File: config.mk
export PLATFORM = sky130hd
export DESIGN_NAME = avi_movi_chunk_demux_flat
export DESIGN_NICKNAME = d
export VERILOG_FILES = /design/src/rtl/amcd_pkg.sv /design/src/rtl/amcd_in_if.sv /design/src/rtl/amcd_out_if.sv /design/src/rtl/amcd_cfg_if.sv /design/src/rtl/amcd_front.sv /design/src/rtl/amcd_fifo.sv /design/src/rtl/amcd_back.sv /design/src/rtl/avi_movi_chunk_demux.sv /design/src/flat_wrapper.sv
export SDC_FILE = /design/constraint.sdc
export NUM_CORES = 1
export LEC_CHECK = 0
export BUFFER_PORTS_ARGS = -buffer_cell sky130_fd_sc_hd__clkbuf_2
export CAP_MARGIN = 20
export CORE_MARGIN = 2
export CORE_UTILIZATION = 45
export DETAILED_ROUTE_END_ITERATION = 6
export GPL_ROUTABILITY_DRIVEN = 0
export GPL_TIMING_DRIVEN = 0
export PLACE_DENSITY = 0.69
export SLEW_MARGIN = 30
export SYNTH_ARGS = -nofsm -noshare
export SYNTH_HDL_FRONTEND = slang
export SYNTH_SLANG_ARGS = --single-unit
File: constraint.sdc
create_clock -name clk -period 8.1 [get_ports clk]
set_input_delay 2.025 -clock clk [delete_from_list [all_inputs] [get_ports clk]]
set_output_delay 2.025 -clock clk [all_outputs]
set_load 0.05 [all_outputs]
File: src/rtl/amcd_pkg.sv
package amcd_pkg;

  // Chunk ids, gathered first byte lowest
  localparam logic [31:0] ID_AUDIO = 32'h6277_3130;
  localparam logic [31:0] ID_VIDEO = 32'h6364_3030;

  // Audio block length in bytes (1 .. 65536)
  localparam int unsigned BLOCK_BYTES = 2048;
  localparam int unsigned FILL_W      = 16;

  // Queue between parser and output stage
  localparam int unsigned QUEUE_DEPTH = 4;
  localparam int unsigned QUEUE_AW    = $clog2(QUEUE_DEPTH);

  localparam logic [7:0] KEEP_RESET = 8'd1;

  localparam logic STREAM_AUDIO = 1'b0;
  localparam logic STREAM_VIDEO = 1'b1;

  // Payload routing of the current chunk
  typedef enum logic [2:0] {
    ROUTE_DROP  = 3'b001,
    ROUTE_AUDIO = 3'b010,
    ROUTE_VIDEO = 3'b100
  } route_t;

  // One classified payload byte
  typedef struct packed {
    logic [7:0] data;
    logic       stream;
    logic       frame_last;
    logic       restart;    // list restarted since the previous queued byte
  } amcd_item_t;

endpackage

File: src/rtl/amcd_in_if.sv
interface amcd_in_if;
  logic       valid;
  logic       ready;
  logic [7:0] in_byte;
  logic       list_start;

  modport source (output valid, in_byte, list_start, input ready);
  modport sink   (input valid, in_byte, list_start, output ready);
endinterface

File: src/rtl/amcd_out_if.sv
interface amcd_out_if;
  logic       valid;
  logic       ready;
  logic [7:0] out_byte;
  logic       out_stream;
  logic       frame_last;
  logic       block_last;

  modport source (output valid, out_byte, out_stream, frame_last, block_last, input ready);
  modport sink   (input valid, out_byte, out_stream, frame_last, block_last, output ready);
endinterface

File: src/rtl/amcd_cfg_if.sv
interface amcd_cfg_if;
  logic       valid;
  logic       ready;
  logic [7:0] video_keep_every;

  modport source (output valid, video_keep_every, input ready);
  modport sink   (input valid, video_keep_every, output ready);
endinterface

File: src/rtl/amcd_front.sv
module amcd_front
  import amcd_pkg::*;
(
  input  logic       clk,
  input  logic       rst,
  amcd_in_if.sink    in_ch,
  amcd_cfg_if.sink   cfg,
  input  logic       q_full,
  output logic       push,
  output amcd_item_t push_item
);

  logic [7:0]  video_keep_every;
  logic [2:0]  phase, phase_next;
  logic [31:0] id_shift, id_shift_next;
  logic [31:0] bytes_left, bytes_left_next;
  route_t      route, route_next;
  logic [7:0]  frame_count, frame_count_next;
  logic        odd_offset, odd_offset_next;
  logic        id_audio, id_audio_next;
  logic        id_video, id_video_next;
  logic        restart_pend, restart_pend_next;

  logic        accept;
  logic [2:0]  phase_e;
  logic [31:0] shift_e, left_e, shift_new;
  route_t      route_e;
  logic [7:0]  fc_e, keep;
  logic [8:0]  fc_inc;
  logic        odd_e, aud_e, vid_e, restart_e;

  assign cfg.ready   = 1'b1;
  assign in_ch.ready = !q_full;
  assign accept      = in_ch.valid && in_ch.ready;

  // Configuration register
  always_ff @(posedge clk) begin
    if (rst) begin
      video_keep_every <= KEEP_RESET;
    end else if (cfg.valid && cfg.ready) begin
      video_keep_every <= cfg.video_keep_every;
    end
  end

  // Parse one byte: header gather, pad skip, payload routing
  always_comb begin
    phase_e   = in_ch.list_start ? 3'd0 : phase;
    shift_e   = in_ch.list_start ? 32'd0 : id_shift;
    left_e    = in_ch.list_start ? 32'd0 : bytes_left;
    route_e   = in_ch.list_start ? ROUTE_DROP : route;
    fc_e      = in_ch.list_start ? 8'd0 : frame_count;
    odd_e     = in_ch.list_start ? 1'b0 : odd_offset;
    aud_e     = in_ch.list_start ? 1'b0 : id_audio;
    vid_e     = in_ch.list_start ? 1'b0 : id_video;
    restart_e = in_ch.list_start || restart_pend;

    keep      = (video_keep_every == 8'd0) ? 8'd1 : video_keep_every;
    fc_inc    = {1'b0, fc_e} + 9'd1;
    shift_new = shift_e | ({24'd0, in_ch.in_byte} << {phase_e[1:0], 3'b000});

    phase_next        = phase;
    id_shift_next     = id_shift;
    bytes_left_next   = bytes_left;
    route_next        = route;
    frame_count_next  = frame_count;
    odd_offset_next   = odd_offset;
    id_audio_next     = id_audio;
    id_video_next     = id_video;
    restart_pend_next = restart_pend;

    push                 = 1'b0;
    push_item.data       = in_ch.in_byte;
    push_item.stream     = STREAM_AUDIO;
    push_item.frame_last = 1'b0;
    push_item.restart    = restart_e;

    if (accept) begin
      phase_next        = phase_e;
      id_shift_next     = shift_e;
      bytes_left_next   = left_e;
      route_next        = route_e;
      frame_count_next  = fc_e;
      odd_offset_next   = !odd_e;
      id_audio_next     = aud_e;
      id_video_next     = vid_e;
      restart_pend_next = restart_e;

      if (left_e != 32'd0) begin
        // Payload byte
        bytes_left_next = left_e - 32'd1;
        case (route_e)
          ROUTE_AUDIO: begin
            push = 1'b1;
          end
          ROUTE_VIDEO: begin
            push                 = 1'b1;
            push_item.stream     = STREAM_VIDEO;
            push_item.frame_last = (left_e == 32'd1);
          end
          default: begin
            push = 1'b0;
          end
        endcase
      end else if (!(phase_e == 3'd0 && odd_e)) begin
        // Header byte; a pad byte at odd offset falls through and is dropped
        phase_next    = phase_e + 3'd1;
        id_shift_next = shift_new;
        if (phase_e == 3'd3) begin
          id_audio_next = (shift_new == ID_AUDIO);
          id_video_next = (shift_new == ID_VIDEO);
          id_shift_next = 32'd0;
        end else if (phase_e == 3'd7) begin
          id_shift_next   = 32'd0;
          bytes_left_next = shift_new;
          route_next      = ROUTE_DROP;
          if (aud_e) begin
            route_next = ROUTE_AUDIO;
          end else if (vid_e) begin
            if (fc_e == 8'd0) begin
              route_next = ROUTE_VIDEO;
            end
            frame_count_next = (fc_inc >= {1'b0, keep}) ? 8'd0 : fc_inc[7:0];
          end
        end
      end

      if (push) begin
        restart_pend_next = 1'b0;
      end
    end
  end

  // Parser state
  always_ff @(posedge clk) begin
    if (rst) begin
      phase        <= 3'd0;
      id_shift     <= 32'd0;
      bytes_left   <= 32'd0;
      route        <= ROUTE_DROP;
      frame_count  <= 8'd0;
      odd_offset   <= 1'b0;
      id_audio     <= 1'b0;
      id_video     <= 1'b0;
      restart_pend <= 1'b0;
    end else begin
      phase        <= phase_next;
      id_shift     <= id_shift_next;
      bytes_left   <= bytes_left_next;
      route        <= route_next;
      frame_count  <= frame_count_next;
      odd_offset   <= odd_offset_next;
      id_audio     <= id_audio_next;
      id_video     <= id_video_next;
      restart_pend <= restart_pend_next;
    end
  end

  // Header phase stays at zero while inside a payload
  a_phase_in_payload: assert property (@(posedge clk) disable iff (rst)
    (bytes_left != 32'd0) |-> (phase == 3'd0))
    else $error("header phase advanced inside a payload");

  // A chunk id cannot be both audio and video
  a_id_exclusive: assert property (@(posedge clk) disable iff (rst)
    !(id_audio && id_video))
    else $error("chunk id classified as both streams");

  // A push never happens without an accepted byte
  a_push_needs_accept: assert property (@(posedge clk) disable iff (rst)
    push |-> accept)
    else $error("queue push without accepted request");

endmodule

File: src/rtl/amcd_fifo.sv
module amcd_fifo
  import amcd_pkg::*;
(
  input  logic       clk,
  input  logic       rst,
  input  logic       push,
  input  amcd_item_t push_item,
  output logic       full,
  input  logic       pop,
  output logic       empty,
  output amcd_item_t head_item
);

  amcd_item_t            mem [QUEUE_DEPTH];
  logic [QUEUE_AW-1:0]   wr_ptr, rd_ptr;
  logic [QUEUE_AW:0]     count;

  assign full      = (count == QUEUE_AW'(0) + (QUEUE_AW+1)'(QUEUE_DEPTH));
  assign empty     = (count == '0);
  assign head_item = mem[rd_ptr];

  // Store pushed entries
  always_ff @(posedge clk) begin
    if (push && !full) begin
      mem[wr_ptr] <= push_item;
    end
  end

  // Advance pointers and occupancy
  always_ff @(posedge clk) begin
    if (rst) begin
      wr_ptr <= '0;
      rd_ptr <= '0;
      count  <= '0;
    end else begin
      if (push && !full) begin
        wr_ptr <= wr_ptr + QUEUE_AW'(1);
      end
      if (pop && !empty) begin
        rd_ptr <= rd_ptr + QUEUE_AW'(1);
      end
      case ({push && !full, pop && !empty})
        2'b10:   count <= count + (QUEUE_AW+1)'(1);
        2'b01:   count <= count - (QUEUE_AW+1)'(1);
        default: count <= count;
      endcase
    end
  end

  // Occupancy never exceeds the depth
  a_count_bound: assert property (@(posedge clk) disable iff (rst)
    count <= (QUEUE_AW+1)'(QUEUE_DEPTH))
    else $error("queue occupancy beyond depth");

  // No request is pushed into a full queue
  a_no_overflow: assert property (@(posedge clk) disable iff (rst)
    full |-> !push)
    else $error("push into full queue");

  // Pointer distance matches the occupancy count
  a_ptr_count: assert property (@(posedge clk) disable iff (rst)
    (wr_ptr - rd_ptr) == count[QUEUE_AW-1:0])
    else $error("queue pointers disagree with count");

endmodule

File: src/rtl/amcd_back.sv
module amcd_back
  import amcd_pkg::*;
(
  input  logic       clk,
  input  logic       rst,
  input  logic       q_empty,
  output logic       q_pop,
  input  amcd_item_t head_item,
  amcd_out_if.source out_ch
);

  logic [FILL_W-1:0] block_fill, block_fill_next;
  logic [FILL_W-1:0] fill_base;
  logic [FILL_W:0]   fill_inc;
  logic              blk_last;
  logic              load;

  // Load output register when it is free or being drained
  assign load  = !q_empty && (!out_ch.valid || out_ch.ready);
  assign q_pop = load;

  // Count audio bytes within the current block
  always_comb begin
    fill_base       = head_item.restart ? '0 : block_fill;
    fill_inc        = {1'b0, fill_base} + (FILL_W+1)'(1);
    blk_last        = 1'b0;
    block_fill_next = block_fill;
    if (load) begin
      block_fill_next = fill_base;
      if (head_item.stream == STREAM_AUDIO) begin
        blk_last        = (fill_inc >= (FILL_W+1)'(BLOCK_BYTES));
        block_fill_next = blk_last ? '0 : fill_inc[FILL_W-1:0];
      end
    end
  end

  // Output register control
  always_ff @(posedge clk) begin
    if (rst) begin
      out_ch.valid <= 1'b0;
      block_fill   <= '0;
    end else begin
      block_fill <= block_fill_next;
      if (load) begin
        out_ch.valid <= 1'b1;
      end else if (out_ch.ready) begin
        out_ch.valid <= 1'b0;
      end
    end
  end

  // Output register payload
  always_ff @(posedge clk) begin
    if (load) begin
      out_ch.out_byte   <= head_item.data;
      out_ch.out_stream <= head_item.stream;
      out_ch.frame_last <= head_item.frame_last;
      out_ch.block_last <= blk_last;
    end
  end

  // Block mark only on audio, frame mark only on video
  a_block_last_audio: assert property (@(posedge clk) disable iff (rst)
    (out_ch.valid && out_ch.block_last) |-> (out_ch.out_stream == STREAM_AUDIO))
    else $error("block mark on video byte");

  a_frame_last_video: assert property (@(posedge clk) disable iff (rst)
    (out_ch.valid && out_ch.frame_last) |-> (out_ch.out_stream == STREAM_VIDEO))
    else $error("frame mark on audio byte");

  // Fill count stays below one block
  a_fill_bound: assert property (@(posedge clk) disable iff (rst)
    {1'b0, block_fill} < (FILL_W+1)'(BLOCK_BYTES))
    else $error("audio block fill out of range");

endmodule

File: src/rtl/avi_movi_chunk_demux.sv
// AVI movi list chunk demultiplexer.
// in_ch: one byte of the movi list per request; list_start on the first byte of
//   a list restarts the chunk parser, the video keep cycle, the audio block
//   count and the pad parity.
// cfg: one write request sets video_keep_every (keep one video chunk out of
//   that many; 0 behaves as 1). Write it only while the block is idle.
// out_ch: payload bytes of audio ('01wb', out_stream 0) and kept video
//   ('00dc', out_stream 1) chunks. block_last marks every BLOCK_BYTES-th audio
//   byte, frame_last the last byte of a kept video frame. Header bytes, pad
//   bytes, dropped frames and other chunks produce nothing.
// Throughput: one byte per cycle on both sides while out_ch is ready and the
//   queue is not full. An accepted payload byte reaches out_ch through the
//   parser's queue write and the output register.
// When out_ch stalls, the four-entry queue absorbs bytes; in_ch.ready drops
//   once it is full. Reset empties the queue, clears the parser and sets
//   video_keep_every to 1; there is no clearing pass.
module avi_movi_chunk_demux
  import amcd_pkg::*;
(
  input  logic        clk,
  input  logic        rst,
  amcd_in_if.sink     in_ch,
  amcd_cfg_if.sink    cfg,
  amcd_out_if.source  out_ch
);

  logic       q_push, q_full, q_pop, q_empty;
  amcd_item_t push_item, head_item;

  amcd_front u_front (
    .clk       (clk),
    .rst       (rst),
    .in_ch     (in_ch),
    .cfg       (cfg),
    .q_full    (q_full),
    .push      (q_push),
    .push_item (push_item)
  );

  amcd_fifo u_fifo (
    .clk       (clk),
    .rst       (rst),
    .push      (q_push),
    .push_item (push_item),
    .full      (q_full),
    .pop       (q_pop),
    .empty     (q_empty),
    .head_item (head_item)
  );

  amcd_back u_back (
    .clk       (clk),
    .rst       (rst),
    .q_empty   (q_empty),
    .q_pop     (q_pop),
    .head_item (head_item),
    .out_ch    (out_ch)
  );

endmodule

File: src/flat_wrapper.sv
// flat-port wrapper written by rule: the top's interface ports become plain ports
module avi_movi_chunk_demux_flat import amcd_pkg::*;
  (clk, rst, in_ch_valid, in_ch_in_byte, in_ch_list_start, in_ch_ready, cfg_valid, cfg_video_keep_every, cfg_ready, out_ch_valid, out_ch_out_byte, out_ch_out_stream, out_ch_frame_last, out_ch_block_last, out_ch_ready);
  amcd_in_if in_ch_i ();
  amcd_cfg_if cfg_i ();
  amcd_out_if out_ch_i ();
  input  logic clk;
  input  logic rst;
  input wire logic [$bits(in_ch_i.valid)-1:0] in_ch_valid;
  input wire logic [$bits(in_ch_i.in_byte)-1:0] in_ch_in_byte;
  input wire logic [$bits(in_ch_i.list_start)-1:0] in_ch_list_start;
  output wire logic [$bits(in_ch_i.ready)-1:0] in_ch_ready;
  input wire logic [$bits(cfg_i.valid)-1:0] cfg_valid;
  input wire logic [$bits(cfg_i.video_keep_every)-1:0] cfg_video_keep_every;
  output wire logic [$bits(cfg_i.ready)-1:0] cfg_ready;
  output wire logic [$bits(out_ch_i.valid)-1:0] out_ch_valid;
  output wire logic [$bits(out_ch_i.out_byte)-1:0] out_ch_out_byte;
  output wire logic [$bits(out_ch_i.out_stream)-1:0] out_ch_out_stream;
  output wire logic [$bits(out_ch_i.frame_last)-1:0] out_ch_frame_last;
  output wire logic [$bits(out_ch_i.block_last)-1:0] out_ch_block_last;
  input wire logic [$bits(out_ch_i.ready)-1:0] out_ch_ready;
  assign in_ch_i.valid = in_ch_valid;
  assign in_ch_i.in_byte = in_ch_in_byte;
  assign in_ch_i.list_start = in_ch_list_start;
  assign in_ch_ready = in_ch_i.ready;
  assign cfg_i.valid = cfg_valid;
  assign cfg_i.video_keep_every = cfg_video_keep_every;
  assign cfg_ready = cfg_i.ready;
  assign out_ch_valid = out_ch_i.valid;
  assign out_ch_out_byte = out_ch_i.out_byte;
  assign out_ch_out_stream = out_ch_i.out_stream;
  assign out_ch_frame_last = out_ch_i.frame_last;
  assign out_ch_block_last = out_ch_i.block_last;
  assign out_ch_i.ready = out_ch_ready;
  avi_movi_chunk_demux u_core (.clk(clk), .rst(rst), .in_ch(in_ch_i), .cfg(cfg_i), .out_ch(out_ch_i));
endmodule
Yosys cells after proc, flatten, opt, wreduce, memory -nomap -nowiden --
Memories as Yosys holds them, arrays and structs flattened. A register that Yosys moved wholly into a read port is not among the register bits. Index checks and enable logic that the tools add are counted.
Word-level totals: flip-flop bits (word level) 125, RAM bits 44, input bits 22, memories kept 1
Memories:
- u_core.u_fifo.mem | words 4, bits a word 11, rd ports 1, clocked after memory_dff 1, wr ports 1, line amcd_fifo.sv:14 | amcd_item_t mem [QUEUE_DEPTH];
Cells by class: $add $sub $neg 8, order comparisons 2, eq/ne operators 10, shifts and indexed selects 1, multiplexer cells 57, bitwise logic cells 1, reductions and logical operators 19
Operators by type and width (number):
- two-way mux 32 bit | 10
- two-way mux 8 bit | 9
- == test 32 x 31 -> 1 bit (second input constant) | 2
- two-way mux 16 bit | 3
- two-way mux 3 bit | 11
- == test 32 x 1 -> 1 bit (second input constant) | 1
- OR 32 bit | 1
- nonzero test 32 bit | 1
- << shifter 8 x 5 -> 32 bit | 1
- subtractor 32 x 1 -> 32 bit (second input constant) | 1
- two-way mux 1 bit | 18
- adder 16 x 1 -> 17 bit (second input constant) | 1
- >= comparator 17 x 12 -> 1 bit (second input constant) | 1
- zero test 8 bit | 2
- two-way mux 2 bit | 5
- adder 8 x 1 -> 9 bit (second input constant) | 1
- == test 3 bit (second input constant) | 3
- >= comparator 9 x 8 -> 1 bit | 1
- adder 3 x 1 -> 3 bit (second input constant) | 2
- == test 3 x 2 -> 1 bit (second input constant) | 2
- zero test 3 bit | 2
- case mux 3 bit (2 select lines) | 1
- logical AND 1 bit | 5
- adder 2 x 1 -> 2 bit (second input constant) | 2
- 7 further kinds | 12

Logic depth before layout (Yosys ltp) --
Gate-level depths: netlist of the first run.
depth after elaboration 10, mapped depth 18, gate-level depth less buffers 14

By module --
From an unflattened synthesis of the first run, not the netlist that was laid out.
Second synthesis, totals: cells, all modules 1037, area total of the unflattened synthesis 9673.0 um^2
By module, submodules not included:
- amcd_front | times used 1, cells each 787, area each 6173.4 um^2
- amcd_fifo | times used 1, cells each 111, area each 2065.7 um^2
- amcd_back | times used 1, cells each 139, area each 1433.9 um^2

Worst setup path before layout of the first run --
No wires, ideal clock.
path kind input -> register, from input in_ch_list_start, to register u_core.u_front.frame_count[0], library setup time 0.058 ns, arrival 5.474 ns, data required time 8.042 ns, path slack 2.568 ns, stages 12, cell sequence clkbuf_1 buf_1 clkbuf_1 clkbuf_1 clkbuf_1 nor2_1 ha_1 a211o_1 a2111oi_0 a21boi_1 and3_1 mux2_2
On the way: longest elaborated chain between the ends 10
RTL lines:
- start: declaration | line flat_wrapper.sv:11 | input wire logic [$bits(in_ch_i.list_start)-1:0] in_ch_list_start;
- two-way mux 8 bit | line amcd_front.sv:51 | fc_e = in_ch.list_start ? 8'd0 : frame_count;
- adder 8 x 1 -> 9 bit | line amcd_front.sv:58 | fc_inc = {1'b0, fc_e} + 9'd1;
- >= comparator 9 x 8 -> 1 bit | line amcd_front.sv:122 | frame_count_next = (fc_inc >= {1'b0, keep}) ? 8'd0 : fc_inc[7:0];
- two-way mux 8 bit | line amcd_front.sv:122
- two-way mux 8 bit | line amcd_front.sv:118 | end else if (vid_e) begin
- two-way mux 8 bit | line amcd_front.sv:116 | if (aud_e) begin
- two-way mux 8 bit | line amcd_front.sv:112 | end else if (phase_e == 3'd7) begin
- two-way mux 8 bit | line amcd_front.sv:108 | if (phase_e == 3'd3) begin
- two-way mux 8 bit | line amcd_front.sv:104 | end else if (!(phase_e == 3'd0 && odd_e)) begin
- two-way mux 8 bit * | line amcd_front.sv:88 | if (left_e != 32'd0) begin
- end signal: assignment | line amcd_front.sv:150 | frame_count <= frame_count_next;
- end: declaration | line amcd_front.sv:18 | logic [7:0] frame_count, frame_count_next;
Mark *: on every way between the ends. The rest lies on a longest branch, timed or not. A chain may end at the register's enable or synchronous reset.

Worst setup path after layout of the first run --
Ends and elaborated chain as after synthesis.

==> reports/results.tsv, run 1 <==
stage	metric	value	unit
logic_synthesis	ys_async_sr_fraction	0	
logic_synthesis	yosysTopAreaCellShare	0.2551	
logic_synthesis	ys_types	76	
sta	finClkSkew	0.01927	ns
placement	dp.cells	1278	
logic_synthesis	ys_seq_area_frac	0.4366	
critical_path	r2r_cells	10	
floorplan	pin_count	36	
global_routing	grt_overflow_total	0	
routing	wl	28060	um
cts	cts.htree.levels	4	
global_routing	grt_pass1_wl	43820	um
placement	io_buffers	33	
worst_hold_path	hold_end	u_core.u_front.id_shift[21]	
cts	ctsHoldBuffers	0	
sta	fin_crit	7.147	ns
sta	period_share	0.8824	
routing	drc_errors	0	
logic_synthesis	synth_edf_count	55	
cts	cts.sinks	171	
critical_path	path_max_fanout	10	
logic_synthesis	synth.cell_area	9102	um^2
sta	rsz0062_at_grt	false	
routing	vias	8381	
cts	numCtsBuffers	17	
logic_synthesis	synth_top_area_cell	dfxtp_1	
cts	cts_resized	0	
final_layout	multi_input_area	4757	um^2
routing	drt-initial-drc-count	1314	
floorplan	rows	52	
logic_synthesis	avgSynthCellArea	9.336	um^2
sta	hold_viol	0	
logic_synthesis	yosysMostFrequentCell	dfxtp_1	
floorplan	die_h	146.2	um
global_routing	grt_use_total	0.2622	
power	p_leak	3.627	nW
cts	clk_pin_slew	0.07	ns
worst_hold_path	min_path_cells	2	
logic_synthesis	syn_nets	1020	
worst_hold_path	min_path_type	reg2reg	
power	power.density	284.6	nW/um^2
critical_path	r2r-end	u_core.u_back.out_ch.block_last	
global_routing	grt_start_max_net_pins	20	
floorplan	die_area	21380	um^2
routing	viasPerCell	6.398	
floorplan	die_x	146.2	um
critical_path	start_kind	input port	
global_routing	grt_pass1_vias	7755	
placement	hpwl	19590	um
sta	tightest_slew	1.020	ns
global_routing	antenna_found_initial	0	
critical_path	cp-end-kind	flip-flop	
placement	dp_slack	0.6233	ns
run	cap_violations	0	
sta	holdWs	0.4657	ns
cts	post_cts_buffers	0	
final_layout	fin_cells	1310	
sta	fin_tns_setup	0	ns
logic_synthesis	ys_ff_latch	171	
power	ir_worst_vdd	0.0001655	V
critical_path	crit_type	in2reg	
worst_hold_path	min_from	u_core.u_front.id_shift[21]	
cts	clock-root-buffer	clkbuf_16	
outcome	status	finished clean	
logic_synthesis	synth_common_cells	dfxtp_1, nand2_1, nor2_1	
floorplan	start_util	0.4542	
final_layout	n_antenna_cell	0	
cts	ctsLongestPathBuffers	2	
logic_synthesis	synth_area_leaders	dfxtp_1, edfxtp_1, nand2_1	
routing	ant_nets	0	
logic_synthesis	syn_inst	975	
final_layout	nFillCells	1866	
sta	slew_headroom	0.3168	
sta	timing.final.ws_setup	0.9526	ns
logic_synthesis	ys_warn_count	0	
final_layout	layout-drive-gt1-share	0.1029	
floorplan	core	20040	um^2
final_layout	syn2layout_area_growth	12.49	%
final_layout	ff_latch_area	3974	um^2
critical_path	crit_required	8.49	ns
power	fin_total_pwr	0.002914	W
critical_path	crit_arrival	7.54	ns
routing	wl_per_cell	21.42	um
cts	tritoncts	yes	
critical_path	reg2reg_slack	3.86	ns
final_layout	fin_nets	1072	
routing	first_pass_iters	6	
sta	max_freq	139.9	MHz
sta	setup_viol	0	
cts	clk_latency	0.45	ns
logic_synthesis	synthFlopType	dfxtp_1	
sta	drv_slew	0	
-- stage by stage --
stage / instance area, um^2 / utilization
4_1_cts: 10220 / 0.5099
3_5_place_dp: 9630 / 0.4806
6_report: 10240 / 0.5110
3_3_place_gp: 9605 / 0.4793
2_1_floorplan: 9102 / -
5_1_grt: 10240 / 0.5110
-- final cells by class --
cell class                 count  share of cell area
clock buffer                  17             0.04154
sequential                   171              0.3881
timing repair buffer          33             0.01613
tap                          270             0.03299
inverter                      37             0.01356
multi-input combinational    700              0.4646
buffer                        67             0.02725
clock inverter                15             0.01588
-- critical path: stages --
cell and delay (ns):
clkbuf_2 0.13, clkbuf_1 0.59, buf_1 0.66, clkbuf_1 0.57, clkbuf_1 0.57, clkbuf_1 0.63
nor2_1 0.19, ha_1 0.24, a211o_1 0.29, a2111oi_1 0.63, a21boi_1 0.55, and3_1 0.31
mux2_2 0.16
-- cell usage in the layout (no fill, tap or decap), drive strengths merged, types with 6 or more instances in the layout --
cell     instances
a211oi          16
a21oi           54
a221oi           9
a22o            36
a22oi            8
a31oi           12
a32o             9
a32oi            7
and2            18
and3            13
and4             8
buf             20
clkbuf          97
clkinv           6
dfxtp          116
edfxtp          55
ha              22
inv             44
mux2i           17
mux4            11
nand2           91
nand3           22
nand4           14
nor2            80
nor2b           17
nor3            24
nor4            18
o2111ai          6
o211ai           7
o21ai           42
o221ai           6
o31ai            8
or4              8
xnor2           11
xor2            12
-- metal layers --
metal,share of wire,vias up,wire length [um],track usage
li1,-,3806,-,-
met4,0.066,0,1850,0.1646
met3,0.092,142,2583,0.05594
met2,0.44,547,12330,0.3986
met1,0.40,3886,11300,0.3417
met5,0,-,0,0
-- state kept, by name, summed over array words and instances, names as in the netlist, 2 cells and up, named ones only --
signal,flops
u_core.u_front.video_keep_every,8
u_core.u_back.block_fill,16
u_core.u_front.bytes_left,32
u_core.u_front.route,3
u_core.u_fifo.mem,44
u_core.u_front.frame_count,8
u_core.u_front.phase,3
u_core.u_fifo.rd_ptr,2
u_core.u_front.id_shift,32
u_core.u_back.out_ch.out_byte,8
u_core.u_fifo.count,3
u_core.u_fifo.wr_ptr,2
-- worst max path at each step --
stage | endpoint | depth (start not counted) | slack, ns | from
CTS | u_core.u_front.frame_count[0] | 13 | 1.05 | in_ch_list_start
global placement | u_core.u_front.frame_count[0] | 13 | 0.63 | in_ch_list_start
floorplan | u_core.u_front.frame_count[0] | 12 | 2.57 | in_ch_list_start
detailed placement | u_core.u_front.frame_count[0] | 13 | 0.62 | in_ch_list_start
global route | u_core.u_front.frame_count[1] | 13 | 0.76 | in_ch_list_start
finish | u_core.u_front.frame_count[0] | 13 | 0.95 | in_ch_list_start
-- logic make-up (layout without fill, tap and decap cells) --
kind of cell | after synthesis | after routing | share of synthesized area
and+or+nand+nor | 347 | 347 | 0.1964
AOI/OAI and AO/OA | 274 | 274 | 0.2153
DFF | 171 | 171 | 0.4366
buffers and inverters | 104 | 169 | 0.04591
muxes | 32 | 32 | 0.05086
adders and majority gates | 23 | 23 | 0.03244
xor gates and xnor gates | 23 | 23 | 0.02213
other | 1 | 1 | 0.0004120
-- where the power goes --
group / switching, W / internal [W]
clock network: 0.000396 / 0.000414
registers: 0.0000892 / 0.000993
logic: 0.000708 / 0.000313
total: 0.00119 / 0.00172
Note: power is estimated with default switching activity, not from simulation.
==> run 2, diff against run 1 <==
PLACE_DENSITY = 0.71   (was 0.69)
SKIP_CTS_REPAIR_TIMING = 1   (was not set)
clock period = 5.7 ns   (was 8.1 ns; I/O delays follow)
==> reports/results.tsv, run 2 (synthesis gave the netlist of run 1 again) <==
stage	metric	value	unit	change
sta	max_freq	177.5	MHz	
final_layout	syn2layout_area_growth	12.29	%	
power	power_frac_seq	0.375		+0.004
power	switchingPower	0.001664	W	+39%
global_routing	grt_start_max_net_pins	20		unchanged
sta	setup_viol	0		unchanged
sta	fin_crit	5.635	ns	
final_layout	final_common_cell	dfxtp_1		
final_layout	final_area	10220	um^2	-0.18%
cts	clk_pin_slew	0.07	ns	about the same
run	cap_violations	0		unchanged
final_layout	fin_nets	1072		unchanged
global_routing	grt_pass1_wl	43030	um	-1.8%
sta	fin_tns_setup	0	ns	unchanged
power	clock_power_share	0.272		-0.006
floorplan	die_x	146.2	um	unchanged
cts	tritoncts	yes		
power	switching_share	0.4060		-0.003659
outcome	violations	design-rule violations		
final_layout	final_cell_mix	dfxtp_1, nand2_1, nor2_1, edfxtp_1, a21oi_1		
sta	finClkSkew	0.008959	ns	-0.01031 ns
final_layout	n_antenna_cell	0		unchanged
floorplan	start_util	0.4542		unchanged
sta	tightest_slew	1.048	ns	+0.02812 ns
routing	drt-initial-drc-count	1359		+3.4%
cts	numCtsBuffers	17		unchanged
critical_path	path_max_fanout	10		unchanged
routing	viasPerCell	6.408		+0.17%
sta	period_share	0.9887		
global_routing	grt_pass1_vias	7791		+0.46%
outcome	status	finished, violations left		
floorplan	pin_count	36		unchanged
routing	wl	27860	um	-0.69%
routing	first_pass_iters	7		+1
cts	cts.htree.levels	4		unchanged
cts	ctsLongestPathBuffers	2		unchanged
routing	vias	8395		+0.17%
critical_path	crit_type	in2reg		
placement	io_buffers	33		unchanged
routing	drc_errors	1		+1
floorplan	core	20040	um^2	unchanged
critical_path	cp-end-kind	flip-flop		
sta	rsz0062_at_grt	false		
power	combPwrFrac	0.353		+0.002
floorplan	die_area	21380	um^2	unchanged
floorplan	die_h	146.2	um	unchanged
final_layout	largest_reg_flops	44		unchanged
power	p_int	0.002435	W	+42%
floorplan	rows	52		unchanged
cts	clock-root-buffer	clkbuf_16		
placement	placed_area	9630	um^2	unchanged
global_routing	antenna_found_initial	0		unchanged
cts	cts.sinks	171		unchanged
critical_path	crit_required	6.08	ns	-2.41 ns
critical_path	crit_arrival	6.02	ns	-1.52 ns
routing	ant_nets	0		unchanged
power	power.density	401.0	nW/um^2	+41%
critical_path	start_kind	input port		
final_layout	layout-drive-gt1-share	0.1077		+0.004808
routing	wl_per_cell	21.27	um	-0.69%
sta	drv_slew	0		unchanged
power	p_leak	3.632	nW	+0.15%
final_layout	regMostFlops	u_core.u_fifo.mem		
power	ir_worst_vdd	0.0002366	V	+43%
cts	clk_latency	0.44	ns	about the same
placement	hpwl	19560	um	-0.16%
sta	hold_viol	0		unchanged
global_routing	grt_overflow_total	0		unchanged
worst_hold_path	min_path_type	reg2reg		
final_layout	biggestRegsByFlops	u_core.u_fifo.mem: 44 flops, u_core.u_front.bytes_left: 32 flops, u_core.u_front.id_shift: 32 flops		
global_routing	grt_use_total	0.2566		-0.005618
sta	slew_headroom	0.2986		-0.01816
## run 2: layer usage
layer / part of all wire / global-route usage / routed length, um
met4: 0.051 / 0.1350 / 1433
met3: 0.10 / 0.05750 / 2829
met5: 0 / 0 / 0
met2: 0.44 / 0.3948 / 12140
met1: 0.41 / 0.3394 / 11460
## run 2: critical path, cell delays in order
cell and delay, ns:
clkbuf_2 0.13, clkbuf_2 0.32, clkbuf_2 0.40, clkbuf_2 0.39, clkbuf_1 0.57, clkbuf_2 0.40, nor2_1 0.09, ha_1 0.31
a211o_1 0.26, a2111oi_1 0.62, a21boi_1 0.59, and3_1 0.32, mux2_2 0.16
## run 2: area by class of cell
type | instances | area, um^2
buffer | 67 | 289.0
inverter | 37 | 138.9
timing repair buffer | 33 | 165.2
clock inverter | 14 | 131.4
sequential | 171 | 3974
multi-input combinational | 700 | 4756
fill | 1875 | 9818
tap | 270 | 337.8
clock buffer | 18 | 429.2
## run 2: metrics by stage
stage	worst slack (ns)	hold WS, ns	std cells	power (W)	util
6_report	0.06460	0.4612	1310	0.004099	0.5101
5_1_grt	0.06360	0.4810	1310	0.004268	0.5101
4_1_cts	-0.7887	0.4646	1310	0.004044	0.5086
3_5_place_dp	-1.225	0.4483	1278	0.002943	0.4806
3_3_place_gp	-1.092	0.4352	1278	0.002913	0.4793
2_1_floorplan	0.7683	0.4255	975	0.002552	-
## run 2: worst paths after layout
path | startpoint | to | slack, ns | cells after the start
max | in_ch_list_start | u_core.u_front.frame_count[0] | 0.06 | 13
min | u_core.u_front.id_shift[20] | u_core.u_front.id_shift[20] | 0.46 | 2
max reg2reg | flip-flop | u_core.u_back.out_ch.block_last | 1.55 | 10
min reg2reg | u_core.u_front.id_shift[20] | u_core.u_front.id_shift[20] | 0.46 | 2
## run 2: power by group through the flow
| stage | clock [W] | combinational, W | sequential (W) |
|---|---|---|---|
| 2_1_floorplan | 0 | 0.000871 | 0.00168 |
| 3_3_place_gp | 0 | 0.00136 | 0.00155 |
| 3_5_place_dp | 0 | 0.00139 | 0.00155 |
| 4_1_cts | 0.00112 | 0.00140 | 0.00153 |
| 5_1_grt | 0.00117 | 0.00154 | 0.00156 |
| 6_report | 0.00111 | 0.00145 | 0.00154 |
==> run 3, diff against run 2 <==
CTS_BUF_LIST = sky130_fd_sc_hd__clkbuf_16   (was not set)
==> reports/results.tsv, run 3 (synthesis gave the netlist of run 1 again) <==
stage	metric	value	unit	change
final_layout	n_antenna_cell	0		unchanged
cts	numCtsBuffers	17		unchanged
routing	wl_per_cell	21.32	um	+0.22%
final_layout	biggestRegsByFlops	u_core.u_fifo.mem: 44 flops, u_core.u_front.bytes_left: 32 flops, u_core.u_front.id_shift: 32 flops		
global_routing	grt_start_max_net_pins	20		unchanged
sta	setup_viol	0		unchanged
routing	drt-initial-drc-count	1360		+0.074%
final_layout	final_common_cell	dfxtp_1		
power	p_int	0.002433	W	about the same
worst_hold_path	min_path_type	reg2reg		
floorplan	core	20040	um^2	unchanged
sta	finClkSkew	0.01025	ns	+0.001289 ns
critical_path	crit_arrival	6.01	ns	about the same
sta	holdWs	0.4609	ns	-0.0002910 ns
power	power.density	401.3	nW/um^2	about the same
routing	vias	8371		-0.29%
outcome	violations	design-rule violations		
global_routing	antenna_found_initial	0		unchanged
floorplan	die_area	21380	um^2	unchanged
critical_path	cp_slowest_cell	a2111oi_1		
sta	tightest_slew	1.064	ns	+0.01568 ns
power	combPwrFrac	0.353		about the same
worst_hold_path	min_path_cells	2		unchanged
cts	clk_latency	0.44	ns	about the same
power	clock_power_share	0.271		about the same
cts	clock-root-buffer	clkbuf_16		
cts	ctsLongestPathBuffers	2		unchanged
sta	fin_crit	5.623	ns	-0.01194 ns
global_routing	grt_overflow_total	0		unchanged
critical_path	r2r-end	u_core.u_back.out_ch.block_last		
critical_path	crit_type	in2reg		
final_layout	fin_util	0.5101		unchanged
critical_path	start_kind	input port		
sta	rsz0062_at_grt	false		
global_routing	met2_usage	0.3948		unchanged
critical_path	crit_top_cell	clkbuf_2		
run	cap_violations	0		unchanged
final_layout	nFillCells	1875		unchanged
power	power_frac_seq	0.375		about the same
final_layout	final_cell_mix	dfxtp_1, nand2_1, nor2_1, edfxtp_1, a21oi_1		
sta	max_freq	177.8	MHz	+0.21%
critical_path	crit_start	in_ch_list_start		
routing	viasPerCell	6.390		-0.29%
final_layout	syn2layout_area_growth	12.29	%	unchanged
outcome	status	finished, violations left		
final_layout	regMostFlops	u_core.u_fifo.mem		
sta	hold_viol	0		unchanged
routing	first_pass_iters	7		unchanged
sta	fin_tns_setup	0	ns	unchanged
final_layout	fin_nets	1072		unchanged
cts	cts.htree.levels	4		unchanged
worst_hold_path	min_from	u_core.u_front.id_shift[20]		
final_layout	fin_cells	1310		unchanged
critical_path	cp-end-kind	flip-flop		
critical_path	crit_chain	clkbuf_2, clkbuf_2, clkbuf_2, clkbuf_2, clkbuf_1, clkbuf_2, nor2_1, ha_1, a211o_1, a2111oi_1, a21boi_1, and3_1, mux2_2		
global_routing	use_met3	0.05750		unchanged
cts	cts.sinks	171		unchanged
global_routing	grt_pass1_wl	43030	um	unchanged
critical_path	path_max_fanout	10		unchanged
global_routing	grt_use_total	0.2566		unchanged
critical_path	crit_buf_inv	6		unchanged
worst_hold_path	hold_end	u_core.u_front.id_shift[20]		
sta	slew_headroom	0.2882		-0.01049
floorplan	die_x	146.2	um	unchanged
floorplan	start_util	0.4542		unchanged
final_layout	largest_reg_flops	44		unchanged
critical_path	cpLargestDelayFamily	buffers and inverters		
sta	period_share	0.9866		-0.002094
placement	dp.cells	1278		unchanged
cts	clk_pin_slew	0.07	ns	about the same
final_layout	layout-drive-gt1-share	0.1077		unchanged
global_routing	grt_pass1_vias	7791		unchanged
routing	ant_nets	0		unchanged
cts	tritoncts	yes		
routing	drc_errors	20		+19
placement	hpwl	19560	um	unchanged
critical_path	reg2reg_slack	1.55	ns	about the same
floorplan	die_h	146.2	um	unchanged
power	ir_worst_vdd	0.0002384	V	+0.78%
critical_path	r2r_cells	10		unchanged
global_routing	grt-busiest-layer	met2		
critical_path	slowest_delay	0.62	ns	about the same
sta	drv_slew	0		unchanged
critical_path	crit_required	6.08	ns	about the same
floorplan	rows	52		unchanged
global_routing	use_met1	0.3394		unchanged
routing	wl	27920	um	+0.22%
placement	io_buffers	33		unchanged
power	p_leak	3.636	nW	+0.11%
power	switching_share	0.4068		+0.0008182
power	switchingPower	0.001669	W	+0.26%
floorplan	pin_count	36		unchanged
==> run 3: changes by cell type in the layout (fill, tap and decap cells not counted) <==
cell	change
clkbuf_1	-1
inv_1	+1
==> run 3: cell type report <==
cell class / instances / area, um^2 / share of cell area
multi-input combinational: 700 / 4756 / 0.4653
inverter: 37 / 138.9 / 0.01359
sequential: 171 / 3974 / 0.3888
tap: 270 / 337.8 / 0.03305
timing repair buffer: 33 / 165.2 / 0.01616
clock inverter: 15 / 135.1 / 0.01322
buffer: 67 / 289.0 / 0.02828
clock buffer: 17 / 425.4 / 0.04162
==> run 3: per-layer routing <==
layer / wire, um / part of all wire
met5: 0 / 0
met1: 11440 / 0.41
met4: 1362 / 0.049
met3: 2857 / 0.10
met2: 12270 / 0.44
==> run 3: per-stage QoR <==
step           total power, W  cell area (um^2)  setup slack (ns)
3_3_place_gp         0.002913              9605            -1.092
4_1_cts              0.004042             10190           -0.7887
6_report             0.004101             10220           0.07653
5_1_grt              0.004266             10220           0.06360
2_1_floorplan        0.002552              9102            0.7683
3_5_place_dp         0.002943              9630            -1.225
==> run 3: worst max-delay path by stage <==
stage / endpoint / cells past startpoint
after global placement: u_core.u_front.frame_count[0] / 13
after CTS: u_core.u_front.frame_count[0] / 13
final: u_core.u_front.frame_count[0] / 13
after detailed placement: u_core.u_front.frame_count[0] / 13
after floorplan: u_core.u_front.frame_count[0] / 12
after global routing: u_core.u_front.frame_count[3] / 13
==> run 3: tightest hold or removal path, stage by stage, from the launching register on <==
cell,delay [ns]
dfxtp_1,0.33
nand2_1,0.05
o21ai_0,0.05
==> run 3: power groups by stage <==
stage	Combinational, W	Clock (W)	Sequential (W)
3_5_place_dp	0.00139	0	0.00155
3_3_place_gp	0.00136	0	0.00155
5_1_grt	0.00154	0.00117	0.00156
6_report	0.00145	0.00111	0.00154
4_1_cts	0.00140	0.00112	0.00153
2_1_floorplan	0.000871	0	0.00168
